## src/tsp_pkg.sv

```systemverilog
// types, constants and helper functions for the temperature stepper positioner
// no dependencies; imported by every module of the block
`default_nettype none

package tsp_pkg;

  localparam int unsigned SAMPLE_W = 10;
  localparam int unsigned TEMP_W   = 9;
  localparam int unsigned POS_W    = 8;
  localparam int unsigned PHASE_W  = 4;
  localparam int unsigned LIMIT_W  = 9;
  localparam int unsigned INDEX_W  = 2;

  localparam logic [1:0] REG_HIGH_LIMIT   = 2'd0;
  localparam logic [1:0] REG_LOW_LIMIT    = 2'd1;
  localparam logic [1:0] REG_TOP_POSITION = 2'd2;

  localparam logic [8:0] HIGH_LIMIT_RESET   = 9'd80;
  localparam logic [8:0] LOW_LIMIT_RESET    = 9'd20;
  localparam logic [7:0] TOP_POSITION_RESET = 8'd175;

  localparam logic       CMD_SAMPLE = 1'b0;
  localparam logic       CMD_TICK   = 1'b1;

  localparam logic [3:0] PHASE_A  = 4'd9;
  localparam logic [3:0] PHASE_B  = 4'd12;
  localparam logic [3:0] PHASE_C  = 4'd6;
  localparam logic [3:0] PHASE_D  = 4'd3;

  localparam logic [18:0] TEMP_FULL_SCALE = 19'd500;
  localparam logic [19:0] ADC_MAX         = 20'd1023;
  localparam logic [16:0] DIV10_MUL       = 17'd205;
  localparam logic [7:0]  BAND_STEP       = 8'd25;
  localparam logic [5:0]  BAND_SAT_DIGIT  = 6'd12;
  localparam logic [7:0]  POS_MAX         = 8'd255;

  typedef struct packed {
    logic [LIMIT_W-1:0] high_limit;
    logic [LIMIT_W-1:0] low_limit;
    logic [POS_W-1:0]   top_position;
  } cfg_t;

  typedef struct packed {
    logic              valid;
    logic              cmd;
    logic [TEMP_W-1:0] temp;
  } item_t;

  // floor(s * 500 / 1023) by reciprocal estimate and one correction
  function automatic logic [TEMP_W-1:0] temp_from_sample(input logic [SAMPLE_W-1:0] s);
    logic [18:0] x;
    logic [19:0] sum;
    logic [9:0]  q;
    logic [19:0] qm;
    logic [19:0] r;
    x   = 19'(s) * TEMP_FULL_SCALE;
    sum = {1'b0, x} + 20'(x >> 10);
    q   = sum[19:10];
    qm  = {q, 10'd0} - 20'(q);
    r   = {1'b0, x} - qm;
    if (r >= ADC_MAX) begin
      q = q + 10'd1;
    end
    return q[TEMP_W-1:0];
  endfunction

  function automatic logic [POS_W-1:0] target_from_temp(input logic [TEMP_W-1:0] temp,
                                                        input cfg_t cfg);
    logic [16:0] prod;
    logic [5:0]  digit;
    logic [5:0]  dm1;
    logic [POS_W-1:0] t;
    prod  = 17'(temp) * DIV10_MUL;
    digit = prod[16:11];
    dm1   = digit - 6'd1;
    if (temp > cfg.high_limit) begin
      t = cfg.top_position;
    end else if (temp < cfg.low_limit) begin
      t = '0;
    end else if (digit == 6'd0) begin
      t = '0;
    end else if (digit >= BAND_SAT_DIGIT) begin
      t = POS_MAX;
    end else begin
      t = 8'({2'b00, dm1} * BAND_STEP);
    end
    return t;
  endfunction

  // rising position: 9 -> 12 -> 6 -> 3 -> 9
  function automatic logic [PHASE_W-1:0] phase_rise(input logic [PHASE_W-1:0] p);
    logic [3:0] v;
    v = {1'b0, p[3:1]};
    if (v == 4'd1) begin
      v = PHASE_A;
    end else if (v == 4'd4) begin
      v = PHASE_B;
    end
    return v;
  endfunction

  // falling position: 9 -> 3 -> 6 -> 12 -> 9
  function automatic logic [PHASE_W-1:0] phase_fall(input logic [PHASE_W-1:0] p);
    logic [4:0] v;
    v = {p, 1'b0};
    if (v == 5'd24) begin
      v = 5'(PHASE_A);
    end else if (v == 5'd18) begin
      v = 5'(PHASE_D);
    end
    return v[3:0];
  endfunction

endpackage

`default_nettype wire

```

## src/tsp_item_if.sv

```systemverilog
// input channel of the positioner: command and converter sample
// uses tsp_pkg widths
`default_nettype none

interface tsp_item_if;
  logic                            valid;
  logic                            ready;
  logic                            cmd;
  logic [tsp_pkg::SAMPLE_W-1:0]    sample;

  modport source (output valid, output cmd, output sample, input ready);
  modport sink (input valid, input cmd, input sample, output ready);
endinterface

`default_nettype wire

```

## src/tsp_result_if.sv

```systemverilog
// result channel of the positioner: phase, position, goal, moving flag
// uses tsp_pkg widths
`default_nettype none

interface tsp_result_if;
  logic                           valid;
  logic                           ready;
  logic [tsp_pkg::PHASE_W-1:0]    phase;
  logic [tsp_pkg::POS_W-1:0]      position;
  logic [tsp_pkg::POS_W-1:0]      goal;
  logic                           moving;

  modport source (output valid, output phase, output position, output goal,
                  output moving, input ready);
  modport sink (input valid, input phase, input position, input goal,
                input moving, output ready);
endinterface

`default_nettype wire

```

## src/tsp_cfg_if.sv

```systemverilog
// register write channel of the positioner: index and data
// uses tsp_pkg widths
`default_nettype none

interface tsp_cfg_if;
  logic                           valid;
  logic                           ready;
  logic [tsp_pkg::INDEX_W-1:0]    index;
  logic [tsp_pkg::LIMIT_W-1:0]    data;

  modport source (output valid, output index, output data, input ready);
  modport sink (input valid, input index, input data, output ready);
endinterface

`default_nettype wire

```

## src/tsp_cfg_regs.sv

```systemverilog
// configuration registers: high limit, low limit, top position
// depends on tsp_pkg and tsp_cfg_if
`default_nettype none

module tsp_cfg_regs (
  input  logic          clk,
  input  logic          rst,
  tsp_cfg_if.sink       cfg,
  output tsp_pkg::cfg_t regs
);
  import tsp_pkg::*;

  assign cfg.ready = 1'b1;

  always_ff @(posedge clk) begin
    if (rst) begin
      regs.high_limit   <= HIGH_LIMIT_RESET;
      regs.low_limit    <= LOW_LIMIT_RESET;
      regs.top_position <= TOP_POSITION_RESET;
    end else if (cfg.valid) begin
      unique case (cfg.index)
        REG_HIGH_LIMIT:   regs.high_limit   <= cfg.data;
        REG_LOW_LIMIT:    regs.low_limit    <= cfg.data;
        REG_TOP_POSITION: regs.top_position <= cfg.data[POS_W-1:0];
        default: ;
      endcase
    end
  end

endmodule

`default_nettype wire

```

## src/tsp_front.sv

```systemverilog
// input register: accepts an item and converts the sample to whole degrees
// depends on tsp_pkg and tsp_item_if
`default_nettype none

module tsp_front (
  input  logic           clk,
  input  logic           rst,
  tsp_item_if.sink       item,
  input  logic           take,
  output tsp_pkg::item_t staged
);
  import tsp_pkg::*;

  logic accept;

  assign item.ready = !staged.valid || take;
  assign accept     = item.valid && item.ready;

  always_ff @(posedge clk) begin
    if (rst) begin
      staged.valid <= 1'b0;
    end else if (accept) begin
      staged.valid <= 1'b1;
    end else if (take) begin
      staged.valid <= 1'b0;
    end
    if (accept) begin
      staged.cmd  <= item.cmd;
      staged.temp <= temp_from_sample(item.sample);
    end
  end

endmodule

`default_nettype wire

```

## src/tsp_core.sv

```systemverilog
// motor state and result register: target update, stepping, coil pattern
// depends on tsp_pkg and tsp_result_if
`default_nettype none

module tsp_core (
  input  logic           clk,
  input  logic           rst,
  input  tsp_pkg::item_t staged,
  input  tsp_pkg::cfg_t  regs,
  output logic           take,
  tsp_result_if.source   result
);
  import tsp_pkg::*;

  logic [POS_W-1:0]   position;
  logic [PHASE_W-1:0] phase;
  logic [POS_W-1:0]   target;
  logic               out_valid;

  logic [POS_W-1:0]   position_next;
  logic [PHASE_W-1:0] phase_next;
  logic [POS_W-1:0]   target_next;

  assign take         = staged.valid && (!out_valid || result.ready);
  assign result.valid = out_valid;

  always_comb begin
    position_next = position;
    phase_next    = phase;
    target_next   = target;
    priority if (staged.cmd == CMD_SAMPLE) begin
      target_next = target_from_temp(staged.temp, regs);
    end else if (target > position) begin
      phase_next    = phase_rise(phase);
      position_next = position + 8'd1;
    end else if (target < position) begin
      phase_next    = phase_fall(phase);
      position_next = position - 8'd1;
    end else begin
      position_next = position;
    end
  end

  always_ff @(posedge clk) begin
    if (rst) begin
      position  <= '0;
      phase     <= PHASE_A;
      target    <= '0;
      out_valid <= 1'b0;
    end else begin
      if (take) begin
        position <= position_next;
        phase    <= phase_next;
        target   <= target_next;
      end
      if (take) begin
        out_valid <= 1'b1;
      end else if (result.ready) begin
        out_valid <= 1'b0;
      end
    end
  end

  always_ff @(posedge clk) begin
    if (take) begin
      result.phase    <= phase_next;
      result.position <= position_next;
      result.goal     <= target_next;
      result.moving   <= position_next != target_next;
    end
  end

`ifndef ASSERT_OFF
  a_phase_in_cycle: assert property (@(posedge clk) disable iff (rst)
    phase == PHASE_A || phase == PHASE_B || phase == PHASE_C || phase == PHASE_D)
    else $error("coil pattern left the full-step cycle");

  a_sample_holds_position: assert property (@(posedge clk) disable iff (rst)
    take && staged.cmd == CMD_SAMPLE |=> position == $past(position) && phase == $past(phase))
    else $error("sample moved the motor");

  a_tick_steps: assert property (@(posedge clk) disable iff (rst)
    take && staged.cmd == CMD_TICK && position != target |=> position != $past(position))
    else $error("tick away from target did not step");

  a_result_matches_state: assert property (@(posedge clk) disable iff (rst)
    out_valid |-> result.position == position && result.goal == target && result.phase == phase)
    else $error("held result disagrees with motor state");
`endif

endmodule

`default_nettype wire

```

## src/temperature_stepper_positioner.sv

```systemverilog
// temperature driven stepper positioner, full-step two-phase drive
// usage:
//   item channel carries cmd and sample; cmd 0 is a converter sample that sets
//   the target position, cmd 1 is a step tick that moves one step toward it
//   result channel gives one transfer per item: coil phase, position, goal and
//   a moving flag, all as they stand after that item
//   cfg channel writes high limit, low limit and top position; always ready;
//   writes must be made while no item is in flight; the block does not enforce it
// path: the item passes the input register (temperature conversion), then the
//   result register (target and step logic) before result valid
// throughput: one item per cycle while result ready is high; item and result
//   registers hand over in the same cycle, freeing the input register at once
// stall: when the receiver holds ready low the result is kept, one more item
//   waits in the input register, then item ready drops
// reset: rst is synchronous; position and target go to 0, phase to 9, limits
//   to 80 and 20, top position to 175, and both registers empty
// depends on tsp_pkg, the channel interfaces and the tsp_* modules
`default_nettype none

module temperature_stepper_positioner (
  input  logic         clk,
  input  logic         rst,
  tsp_item_if.sink     item,
  tsp_result_if.source result,
  tsp_cfg_if.sink      cfg
);
  import tsp_pkg::*;

  cfg_t  regs;
  item_t staged;
  logic  take;

  tsp_cfg_regs u_cfg_regs (
    .clk  (clk),
    .rst  (rst),
    .cfg  (cfg),
    .regs (regs)
  );

  tsp_front u_front (
    .clk    (clk),
    .rst    (rst),
    .item   (item),
    .take   (take),
    .staged (staged)
  );

  tsp_core u_core (
    .clk    (clk),
    .rst    (rst),
    .staged (staged),
    .regs   (regs),
    .take   (take),
    .result (result)
  );

endmodule

`default_nettype wire
```

## src/flat_wrapper.sv

```systemverilog
// flat-port wrapper written by rule: the top's interface ports become plain ports
module temperature_stepper_positioner_flat import tsp_pkg::*;
  (clk, rst, item_valid, item_cmd, item_sample, item_ready, result_valid, result_phase, result_position, result_goal, result_moving, result_ready, cfg_valid, cfg_index, cfg_data, cfg_ready);
  tsp_item_if item_i ();
  tsp_result_if result_i ();
  tsp_cfg_if cfg_i ();
  input  logic clk;
  input  logic rst;
  input wire logic [$bits(item_i.valid)-1:0] item_valid;
  input wire logic [$bits(item_i.cmd)-1:0] item_cmd;
  input wire logic [$bits(item_i.sample)-1:0] item_sample;
  output wire logic [$bits(item_i.ready)-1:0] item_ready;
  output wire logic [$bits(result_i.valid)-1:0] result_valid;
  output wire logic [$bits(result_i.phase)-1:0] result_phase;
  output wire logic [$bits(result_i.position)-1:0] result_position;
  output wire logic [$bits(result_i.goal)-1:0] result_goal;
  output wire logic [$bits(result_i.moving)-1:0] result_moving;
  input wire logic [$bits(result_i.ready)-1:0] result_ready;
  input wire logic [$bits(cfg_i.valid)-1:0] cfg_valid;
  input wire logic [$bits(cfg_i.index)-1:0] cfg_index;
  input wire logic [$bits(cfg_i.data)-1:0] cfg_data;
  output wire logic [$bits(cfg_i.ready)-1:0] cfg_ready;
  assign item_i.valid = item_valid;
  assign item_i.cmd = item_cmd;
  assign item_i.sample = item_sample;
  assign item_ready = item_i.ready;
  assign result_valid = result_i.valid;
  assign result_phase = result_i.phase;
  assign result_position = result_i.position;
  assign result_goal = result_i.goal;
  assign result_moving = result_i.moving;
  assign result_i.ready = result_ready;
  assign cfg_i.valid = cfg_valid;
  assign cfg_i.index = cfg_index;
  assign cfg_i.data = cfg_data;
  assign cfg_ready = cfg_i.ready;
  temperature_stepper_positioner u_core (.clk(clk), .rst(rst), .item(item_i), .result(result_i), .cfg(cfg_i));
endmodule
```

## config.mk

```make
export PLATFORM = sky130hd
export DESIGN_NAME = temperature_stepper_positioner_flat
export DESIGN_NICKNAME = d
export VERILOG_FILES = /design/src/tsp_pkg.sv /design/src/tsp_item_if.sv /design/src/tsp_result_if.sv /design/src/tsp_cfg_if.sv /design/src/tsp_cfg_regs.sv /design/src/tsp_front.sv /design/src/tsp_core.sv /design/src/temperature_stepper_positioner.sv /design/src/flat_wrapper.sv
export SDC_FILE = /design/constraint.sdc
export NUM_CORES = 1
export LEC_CHECK = 0
export ABC_AREA = 1
export CORE_ASPECT_RATIO = 2
export CORE_MARGIN = 4
export CORE_UTILIZATION = 65
export CTS_CLUSTER_DIAMETER = 200
export DETAILED_ROUTE_END_ITERATION = 6
export DONT_BUFFER_PORTS = 1
export PLACE_DENSITY_LB_ADDON = 0.3
export REMOVE_ABC_BUFFERS = 1
export SETUP_SLACK_MARGIN = 0.15
export SLEW_MARGIN = 20
export SYNTH_ARGS = -nofsm -noshare
export SYNTH_HDL_FRONTEND = slang
export SYNTH_HIERARCHICAL = 1
export SYNTH_SLANG_ARGS = --single-unit
```

## constraint.sdc

```tcl
create_clock -name clk -period 16.9 [get_ports clk]
set_clock_uncertainty 0.1 [all_clocks]
set_input_delay 0 -clock clk [delete_from_list [all_inputs] [get_ports clk]]
set_output_delay 0 -clock clk [all_outputs]
set_load 0.01 [all_outputs]
```

---- After elaboration in Yosys (flattened, before gate mapping) ----
Cells that the tools add are included.
word-level totals
  output and inout port bits .............. 24
  logic and storage cells ................. 70
  register bits after elaboration ......... 79
  input bits .............................. 27
operators by class
  add/sub/neg operators ................... 7
  reductions and logical operators ........ 13
  eq/ne operators ......................... 7
  mux-type cells .......................... 20
  multipliers ............................. 3
  order comparisons ....................... 6
operators by type and width
  operator                                                                 number
  8-bit 2-to-1 mux                                                         8
  4-bit 2-to-1 mux                                                         7
  19-bit by 9-bit adder with 20-bit output                                 1
  20-bit by 10-bit >= comparator with 1-bit output, second input constant  1
  19-bit by 20-bit subtractor with 20-bit output                           1
  20-bit by 10-bit subtractor with 20-bit output                           1
  10-bit by 7-bit multiplier with 17-bit output, second input constant     1
  9-bit by 8-bit multiplier with 17-bit output, second input constant      1
  9-bit by 1-bit adder with 9-bit output, second input constant            1
  9-bit greater-than comparator                                            1
  9-bit < comparator                                                       1
  9-bit 2-to-1 mux                                                         1
  8-bit by 1-bit adder with 8-bit output, second input constant            1
  4-bit equality test, second input constant                               2
  8-bit greater-than comparator                                            1
  8-bit < comparator                                                       1
  6-bit by 5-bit multiplier with 8-bit output, second input constant       1
  8-bit inequality test                                                    1
  8-bit by 1-bit subtractor with 8-bit output, second input constant       1
  6-bit by 4-bit >= comparator with 1-bit output, second input constant    1
  6-bit zero test                                                          1
  2-bit AND reduction                                                      3
  6-bit by 1-bit subtractor with 6-bit output, second input constant       1
  1-bit 2-to-1 mux                                                         4
  other kinds (9)                                                          13

---- Longest topological paths before layout ----
  depth after elaboration ................. 9
  mapped depth ............................ 51

---- By module ----
Netlist, hierarchy kept.
modules (own cells, without submodules)
  module        times used  cells each  area an instance (sq um)
  tsp_core      1           677         4,899.7
  tsp_front     1           602         4,180.3
  tsp_cfg_regs  1           153         1,106.1

---- Worst setup path after synthesis ----
Ideal clock, no wire load.
  path kind ............................... input -> register
  from .................................... in item_sample[3]
  to ...................................... reg, netlist name u_core/u_front/staged[0]
  required time ........................... 16.540 ns
  setup slack ............................. 9.836 ns
  stages .................................. 44
  arrival ................................. 6.704 ns
  setup time .............................. 0.260 ns
  buffers on the path ..................... 1
  cells stage by stage .................... inv_1 fa_1 fa_1 inv_1 fa_1 inv_1 fa_1 inv_1 ha_1 nand2_1 inv_1 a21oi_2 nand2_2 nand2_1 nand2_1 nand2_1 nand2_2 ha_1 (+8 left out) ha_1 inv_1 ha_1 inv_1 ha_1 a21oi_2 nand2_1 a21boi_1 nand3b_1 nand2_1 nand2_1 nand2_1 xor2_1 inv_1 nor2_1 nand3_4 buf_6 xor2_1
between the ends
  longest elaborated chain between the ends .. 6
  elaborated cells between the ends (all ways) .. 7
  those cells by class .................... 4 x add/sub; 1 x mul; 1 x order compare; 1 x mux
RTL lines
  item                                              RTL line            text
  from (decl)                                       flat_wrapper.sv:11  input wire logic [$bits(item_i.sample)-1:0] item_sample;
  10-bit by 7-bit multiplier with 17-bit output *   tsp_pkg.sv:56       x = 19'(s) * TEMP_FULL_SCALE;
  19-bit by 9-bit adder with 20-bit output          tsp_pkg.sv:57       sum = {1'b0, x} + 20'(x >> 10);
  20-bit by 10-bit subtractor with 20-bit output    tsp_pkg.sv:59       qm = {q, 10'd0} - 20'(q);
  19-bit by 20-bit subtractor with 20-bit output    tsp_pkg.sv:60       r = {1'b0, x} - qm;
  20-bit by 10-bit >= comparator with 1-bit output  tsp_pkg.sv:61       if (r >= ADC_MAX) begin
  9-bit 2-to-1 mux *                                tsp_pkg.sv:61
Every way passes the cells marked *; elsewhere a longest branch is shown, timed or not.
A chain may end at the register's enable or synchronous reset.

---- Worst setup path after layout ----
  from .................................... in item_sample[3]
  to ...................................... reg, netlist name u_core/u_front/staged[6]
between the ends
  longest elaborated chain between the ends .. 6
  elaborated cells between the ends (all ways) .. 7
  those cells by class .................... 4 x add/sub; 1 x mul; 1 x order compare; 1 x mux
RTL lines
  item                                              RTL line
  10-bit by 7-bit multiplier with 17-bit output *   tsp_pkg.sv:56
  19-bit by 9-bit adder with 20-bit output          tsp_pkg.sv:57
  20-bit by 10-bit subtractor with 20-bit output    tsp_pkg.sv:59
  19-bit by 20-bit subtractor with 20-bit output    tsp_pkg.sv:60
  20-bit by 10-bit >= comparator with 1-bit output  tsp_pkg.sv:61
  9-bit 2-to-1 mux *                                tsp_pkg.sv:61
Marks and branches as above.

==> results.py <==
metrics = {
    "run_status": {
        "status": "completed",
    },
    "clock_tree": {
        "clkSlewWorstSetupHoldPaths_ns": 0.06,
        "cts.htree.levels": 3,
        "clock_sinks": 79,
        "cts_buffers": 9,
        "clk_path_buf_depth": 2,
        "cts_root_buffer": "clkbuf_16",
        "ctsResizeCount": 0,
        "cts_tree": "done",
        "clk_latency_ns": 0.33,
    },
    "sta": {
        "slew-limit-headroom_pct": 27.1,
        "period_needed_ns": 7.58,
        "worst_hold_slack_ns": 0.0309,
        "finalHoldViolCount": 0,
        "fin_setup_tns_ns": 0,
        "fin_crit_sh_pct": 44.8,
        "setup_viol": 0,
        "slew_violations": 0,
        "fmax_mhz": 132,
        "worstMarginPinSlew_ns": 1.09,
        "grt_setup_unrepaired": "no",
    },
    "detailed_routing": {
        "drt-total-wl_um": 25700,
        "vias": 9121,
        "first_pass_iters": 6,
        "wl_per_cell_um": 15.4,
        "ant_nets": 0,
        "drc": 0,
        "drt-initial-drc-count": 348,
        "routed_via_density": 5.48,
    },
    "synthesis": {
        "yosysTopAreaCell": "ha_1",
        "synth_seq_area_share_pct": 18.6,
        "synth_cells": 1432,
        "synth.area.mux_share_pct": 0,
        "async_reset_ff_share_pct": 0,
        "synth_common_cells": "nand2_1, inv_1, ha_1, nor2_1, nand3_1",
        "synth.cell_area_um2": 10200,
        "ys_ff_latch": 79,
        "yosys.area_share.simple_pct": 28.1,
        "synth_most_common_cell": "nand2_1",
        "synth.avg_cell_area_um2": 7.11,
        "synth_ff_type": "dfxtp_1",
        "synth_top_family_by_area": "adder cells",
        "synthTopCellsByArea": "ha_1, nand2_1, inv_1",
        "synth-xor-area-share_pct": 3.01,
        "yosysWarnings": 6,
        "synth-compound-area-share_pct": 8.33,
        "yosys.area_share.adder_pct": 29.3,
        "synth_cell_types": 49,
        "synth_edf_count": 31,
        "synth_top_area_share_pct": 20.6,
    },
    "finish": {
        "fill_cells": 1298,
        "area_growth_pct": 7.44,
        "drive_gt1_share_pct": 6.83,
        "regArea_um2": 1890,
        "nets": 1699,
        "utilization_pct": 71.2,
        "multi_input_area_um2": 7010,
    },
    "setup_path": {
        "crit_start": "item_sample[3]",
        "cp-start-kind": "primary input",
        "arrival_ns": 7.57,
        "path_class": "primary input to flip-flop",
        "max_stage_delay_ns": 0.51,
        "crit_path_top_delay_cell": "fa_1",
        "critPathMaxFanout": 17,
        "cp-end-kind": "flip-flop",
        "rr_startpoint": "u_core/u_front/staged[2]",
        "cpMostUsedCell": "nand2_1",
        "cp.required_ns": 16.90,
    },
    "placement": {
        "dp_hpwl_um": 21100,
        "place.gp.congestion": 0.970,
        "port_buffers": 0,
    },
    "floorplanning": {
        "dieWidth_um": 96.5,
        "num_rows": 64,
        "initial_utilization_pct": 66.3,
        "num_io_pins": 51,
        "design.die.area_um2": 17900,
        "die_h_um": 185,
        "core_um2": 15400,
    },
    "run": {
        "maxCapViolations": 0,
    },
    "grt": {
        "overflow": 0,
        "grt_pass1_wl_um": 41900,
        "track_usage_pct": 30.0,
        "antenna_found_initial": 1,
        "grt_max_degree": 54,
        "grt_pass1_vias": 9333,
    },
    "hold_path": {
        "hp-class": "primary input to flip-flop",
        "hold_path.startpoint": "item_valid",
    },
}
==> stage by stage <==
stage                     worst slack (ns)  cell area (um^2)  std cells
after floorplan                       9.85             10100       1414
after global placement                9.08             10300       1613
after detailed placement              9.00             10300       1613
after CTS                             9.35             10900       1663
after global routing                  8.62             10900       1664
final                                 9.32             10900       1664
==> metal layers <==
layer  vias to the layer above  track usage, %  routed length (um)
li1                       4600               -                   -
met1                      4186            26.3                8460
met2                       235            60.2               14800
met3                       100            2.60                 657
met4                         0            20.3                1770
met5                         -               0                   0
==> path summary, 6_finish.rpt <==
path	to	slack, ns	cells after the start
worst max-delay path	u_core/u_front/staged[6]	9.32	48
worst min-delay path	u_core/u_front/staged[9]	0.03	2
worst max register to register	u_core/u_core/result.moving	9.81	30
worst min register to register	u_core/u_cfg_regs/regs[0]	0.36	2
==> layout make-up <==
type,instances,share of cell area [%]
timing repair buffer,35,3.18
antenna,1,0.0229
clock inverter,6,0.343
inverter,315,10.8
sequential,79,17.3
clock buffer,10,2.09
multi-input combinational,1020,64.0
tap,198,2.26
==> what timing repair did <==
item | 4_1_cts | 5_1_grt
endpoints found under the hold margin | 48 | 0
hold buffers | 34 | 0
buffers inserted | 0 | 0
==> kinds of logic after synthesis <==
kind of cell	count (synthesis)
xor+xnor	35
simple gates	620
flops	79
other cells	1
compound gates	152
fa+ha+maj	212
buf+inv	333
==> registers in the layout, indices dropped and copies added, names as in the netlist <==
name                           cells
u_core/u_core/phase                4
u_core/u_core/result.valid         1
u_core/u_front/staged             11
u_core/u_core/result.moving        1
u_core/u_core/target               8
u_core/u_core/position             8
u_core/u_core/result.phase         4
u_core/u_core/result.goal          8
u_core/u_cfg_regs/regs            26
u_core/u_core/result.position      8
==> layout by cell type (no fill, tap or decap), types with 3 or more instances in the layout <==
master         instances
dlygate4sd3_1         34
ha_1                 168
nand2_1              332
nand2_2               33
clkinv_1               4
o21ai_0               51
o21ai_1                3
nand3_2               14
o2111ai_1              3
xor2_1                30
edfxtp_1              31
nand3_4                3
o21bai_1               3
nand3_1               77
nand4_1               24
a21oi_2                4
inv_2                  6
clkbuf_16              9
a21oi_1               69
inv_1                307
nor2_1                87
nand3b_1               9
dfxtp_1               48
nor2_2                 9
nor4_1                 4
fa_1                  44
nor3_1                10
o21a_1                 3
nand2_4                3
or2_2                  7
xnor2_1                5
nor2_4                 5
==> critical path, delay by kind of cell <==
kind                       cells  cell delay, ns
AOI/OAI and AO/OA              2            0.35
xor gates and xnor gates       1            0.15
adders and majority gates      9            3.70
buffers and inverters          9            0.73
and+or+nand+nor               27            2.66
Power is left out: the tool's default activity adds up to more than one toggle a clock period on the data nets, which glitch-free logic cannot reach.
